<file path="config.mk">
export PLATFORM = sky130hd
export DESIGN_NAME = lfsa_cell
export DESIGN_NICKNAME = d
export VERILOG_FILES = /design/src/rtl/lfsa_pkg.sv /design/src/rtl/lfsa_cell.sv
export SDC_FILE = /design/constraint.sdc
export NUM_CORES = 1
export LEC_CHECK = 0
export ABC_AREA = 1
export ABC_CLOCK_PERIOD_IN_PS = 3500
export BUFFER_PORTS_ARGS = -buffer_cell sky130_fd_sc_hd__buf_2
export CAP_MARGIN = 20
export CORE_MARGIN = 2
export CORE_UTILIZATION = 42
export CTS_BUF_LIST = sky130_fd_sc_hd__clkbuf_4
export CTS_CLUSTER_DIAMETER = 40
export DETAILED_ROUTE_END_ITERATION = 8
export PLACE_DENSITY = 0.68
export RECOVER_POWER = 25
export SETUP_SLACK_MARGIN = 0.02
export SYNTH_ARGS = -nofsm -noshare
export SYNTH_HDL_FRONTEND = slang
export SYNTH_SLANG_ARGS = --single-unit
</file>
<file path="constraint.sdc">
create_clock -name clk -period 3.5 [get_ports clk]
set_clock_uncertainty 0.1 [all_clocks]
set_input_delay 0.175 -clock clk [delete_from_list [all_inputs] [get_ports clk]]
set_output_delay 0.175 -clock clk [all_outputs]
set_load 0.05 [all_outputs]
</file>
<file path="src/rtl/lfsa_pkg.sv">
// ----------------------------------------------------------------------------
// lfsa_pkg
// Shared types and constants of the lowest free slot allocator.
// ----------------------------------------------------------------------------
package lfsa_pkg;

	// Default geometry of the slot table.
	localparam int LFSA_NUM_SLOTS = 64;
	localparam int LFSA_TIME_BITS = 32;

	// Fixed widths of the port fields.
	localparam int LFSA_FIELD_W      = 32;
	localparam int LFSA_SLOT_FIELD_W = 6;

	// Probe token control that moves from cell to cell.
	typedef struct packed {
		logic active;  // a booking probe sits in this stage
		logic done;    // a lower cell already granted the booking
	} lfsa_tok_t;

	// Top level control state.
	typedef enum logic [1:0] {
		ST_IDLE = 2'b01,
		ST_RUN  = 2'b10
	} lfsa_state_t;

endpackage

</file>
<file path="src/rtl/lfsa_cell.sv">
// ----------------------------------------------------------------------------
// lfsa_cell
// One slot of the allocator: holds the slot's release time and grants the
// passing booking probe when the slot is free and no lower slot took it.
// ----------------------------------------------------------------------------
module lfsa_cell
	import lfsa_pkg::*;
#(
	parameter int TIME_BITS = LFSA_TIME_BITS,
	parameter int SLOT_W    = $clog2(LFSA_NUM_SLOTS)
) (
	input  logic                 clk,
	input  logic                 arst_n,
	input  logic [TIME_BITS-1:0] arrival,
	input  logic [TIME_BITS-1:0] depart,
	input  lfsa_tok_t            tok_i,
	input  logic [SLOT_W-1:0]    pos_i,
	input  logic [SLOT_W-1:0]    slot_i,
	output lfsa_tok_t            tok_o,
	output logic [SLOT_W-1:0]    pos_o,
	output logic [SLOT_W-1:0]    slot_o
);

	logic [TIME_BITS-1:0] rel_q;
	lfsa_tok_t            tok_q;
	logic [SLOT_W-1:0]    pos_q;
	logic [SLOT_W-1:0]    slot_q;
	logic                 free;
	logic                 grant;

	// The slot is free once its release time is at or below the arrival.
	assign free  = (rel_q <= arrival);
	assign grant = tok_i.active && !tok_i.done && free;

	// Release time and token control; every slot is free after reset.
	always_ff @(posedge clk or negedge arst_n) begin
		if (!arst_n) begin
			rel_q        <= '0;
			tok_q.active <= 1'b0;
			tok_q.done   <= 1'b0;
		end else begin
			if (grant) begin
				rel_q <= depart;
			end
			tok_q.active <= tok_i.active;
			tok_q.done   <= tok_i.active && (tok_i.done || free);
		end
	end

	// Position count and granted slot number travel with the token.
	always_ff @(posedge clk) begin
		pos_q  <= pos_i + SLOT_W'(1);
		slot_q <= grant ? pos_i : slot_i;
	end

	assign tok_o  = tok_q;
	assign pos_o  = pos_q;
	assign slot_o = slot_q;

endmodule

</file>
==> results.yml <==
logic_synthesis:
  ys_warn_count: 0
  synthDistinctLibCells: 21
  syn-num-nets: 442
  syn_area_um2: 2610
  ys_ff_latch: 46
  syn_avg_cell_area_um2: 7.93
  postSynthCellCount: 329
  seq_area_frac_synth_pct: 41.8
drt:
  wl_per_cell_um: 11.7
  vias: 2541
  first_pass_iters: 4
  via_per_inst: 4.65
  drt-total-wl_um: 6420
  post-route-drc-count: 0
  drtAntennaViolNets: 0
  first_iter_violations: 70
job:
  max_cap_violations: 1
pwr:
  powerDensity_nw_per_um2: 576
  pwr-share-clk_pct: 15.6
  pwr-share-comb_pct: 45.0
  power_uw: 2130
  swShare_pct: 40.6
  internal_power_uw: 1270
  vdd_drop_max_v: 0.000305
  p_seq_share_pct: 39.4
  switching_power_uw: 867
  leakage_uw: 0.00214
clock_tree:
  htree_num_levels: 2
  cts_tree: "done"
  postCtsSetupRepairBufs: 0
  path_clk_slew_ns: 0.14
  cts_num_sinks: 46
  cts_root_buf: "clkbuf_4"
  clock_latency_ns: 0.37
  cts_made_buffers: 5
  clockBufferDepth: 2
setup_path:
  cpPeakStageDelay_ns: 0.54
  start_kind: "register"
  r2r_cells: 12
  path_cells: "ha_1 > nand2_1 > nor2_1 > nand2_1 > nor4_2 > nand2_1 > nand2_1 > nand2_2 > nand2_2 > nand2_1 > nand2_1 > dlygate4sd3_1"
  end_kind: "register"
  required_ns: 3.71
  criticalPathCategory: "reg2reg"
  crit_arrival_ns: 3.11
  cpMostUsedCell: "nand2_1"
  cp_max_fo: 38
  cp_slowest_cell: "dlygate4sd3_1"
global_routing:
  grt_max_degree: 40
  grt_use_total_pct: 19.9
  grt_overflow: 0
  antenna_found_initial: 0
  grt_pass1_wl_um: 10500
  grt_pass1_vias: 2637
floorplanning:
  coreArea_um2: 5960
  initial_core_util_pct: 43.8
  dieHeight_um: 82.8
  die_w_um: 82.8
  num_rows: 28
  die-area_um2: 6850
  ios: 94
cells_and_area:
  final_area_um2: 3700
  nets: 584
  regArea_um2: 1090
  multi_input_area_um2: 1280
  area_growth_pct: 42.1
  drive_gt1_share_pct: 22.0
  nFillCells: 548
  antennaDiodeCount: 0
sta:
  final-max-slew-violation-count: 35
  hold_viol_final: 0
  finalSetupViolCount: 0
  worst_pin_slew_ns: 1.89
  max-slew-margin-rel_pct: -25.7
  grt_setup_unrepaired: "false"
  setup_tns_ns: 0
  period_minus_slack_ns: 2.89
  timing.final.crit_share_pct: 82.6
  fmax_mhz: 346
min_path:
  hp-class: "reg2reg"
  min_path_cells: 2
place:
  place_area_um2: 3110
  gp_congestion: 0.754
  dp_hpwl_um: 4190
  port_buffers: 93
status:
  violations: "capacitance limit, slew limit"
  outcome: "complete, but fails checks"
## metrics by stage
stage,setup slack [ns],util [%],cells,hold slack (ns)
floorplan,1.62,-,329,-0.221
global placement,1.16,52.2,487,0.192
detailed placement,1.13,52.2,487,0.203
CTS,0.599,62.3,547,0.331
global route,0.383,62.2,547,0.410
finish,0.609,62.2,547,0.393
## sequential cells by signal, indices dropped and copies added (netlist names)
| register | flops |
|---|---|
| tok_o | 2 |
| rel_q | 32 |
| pos_o | 6 |
| slot_o | 6 |
## cell usage after synthesis
cell	number	area (um^2)
buf_2	3	15.0
o21bai_1	1	7.51
o21a_1	2	15.0
ha_1	33	413
nand3_1	42	210
nand2_2	2	12.5
dfxtp_1	12	240
a21o_1	1	7.51
nor3_1	1	5.00
buf_4	1	7.51
nand2_1	112	420
a21oi_1	14	70.1
nor4_2	1	12.5
nand4_1	2	12.5
o21ai_0	2	10.0
buf_6	4	45.0
clkbuf_1	4	15.0
dfrtp_1	34	851
inv_1	44	165
nor2_1	10	37.5
xor2_1	4	35.0
## final cells by class
cell class              instances  area share (%)
flip-flops and latches         46            29.4
inverters                      44            4.46
clock inverters                 3            1.18
clock buffers                   5            1.01
repair buffers                147            26.9
multi-input cells             227            34.4
well taps                      75            2.53
## per-layer routing
layer	up-vias	share of wire [%]	GRT usage, %
met5	-	0	0
li1	1321	-	-
met2	70	51	39.1
met4	0	1.7	6.07
met3	12	5.3	3.90
met1	1138	42	21.1
## power by group through the flow
| stage | clock (uW) | sequential, uW | combinational [uW] |
|---|---|---|---|
| 5_1_grt | 361 | 865 | 1120 |
| 3_3_place_gp | 0 | 849 | 879 |
| 2_1_floorplan | 0 | 905 | 647 |
| 6_report | 333 | 842 | 960 |
| 3_5_place_dp | 0 | 854 | 907 |
| 4_1_cts | 339 | 843 | 967 |
## repair_timing
item | in CTS | in global routing
hold endpoints to repair | 80 | 0
resized for setup | 0 | 0
hold buffers | 52 | 0
## kinds of logic (layout without fill, tap and decap cells)
group                      after synthesis  count (layout)  share of synthesized area (%)
DFF                                     46              46                           41.8
and+or+nand+nor                        170             170                           27.3
adders and majority gates               33              33                           15.8
buffers and inverters                   56             199                           9.50
xor gates and xnor gates                 4               4                           1.34
AOI/OAI and AO/OA                       20              20                           4.22
## cell usage in the layout (no fill, tap or decap), types with 3 or more instances in the layout
| cell | instances |
|---|---|
| nand3_1 | 42 |
| clkbuf_4 | 5 |
| xor2_1 | 4 |
| buf_2 | 90 |
| inv_1 | 44 |
| nor2_1 | 9 |
| dfrtp_1 | 34 |
| a21oi_1 | 14 |
| clkbuf_1 | 3 |
| ha_1 | 33 |
| dfxtp_1 | 12 |
| dlygate4sd3_1 | 52 |
| nand2_1 | 112 |
## critical path: cells and delay by family, from the launching register on
family	cells	cell delay, ns
adders and majority gates	1	0.30
buffers and inverters	1	0.54
DFF	1	0.42
and+or+nand+nor	10	1.47
## path summary, 6_finish.rpt
path	start	end	slack (ns)
max in group asynchronous	arst_n	rel_q[13]	1.46
hold / removal	rel_q[17]	rel_q[17]	0.39
hold reg to reg	rel_q[17]	rel_q[17]	0.39
setup reg to reg	rel_q[31]	slot_o[1]	0.61
setup / recovery	rel_q[31]	slot_o[1]	0.61
min in group asynchronous	arst_n	rel_q[30]	0.76
Power figures use the tool's default switching activity.
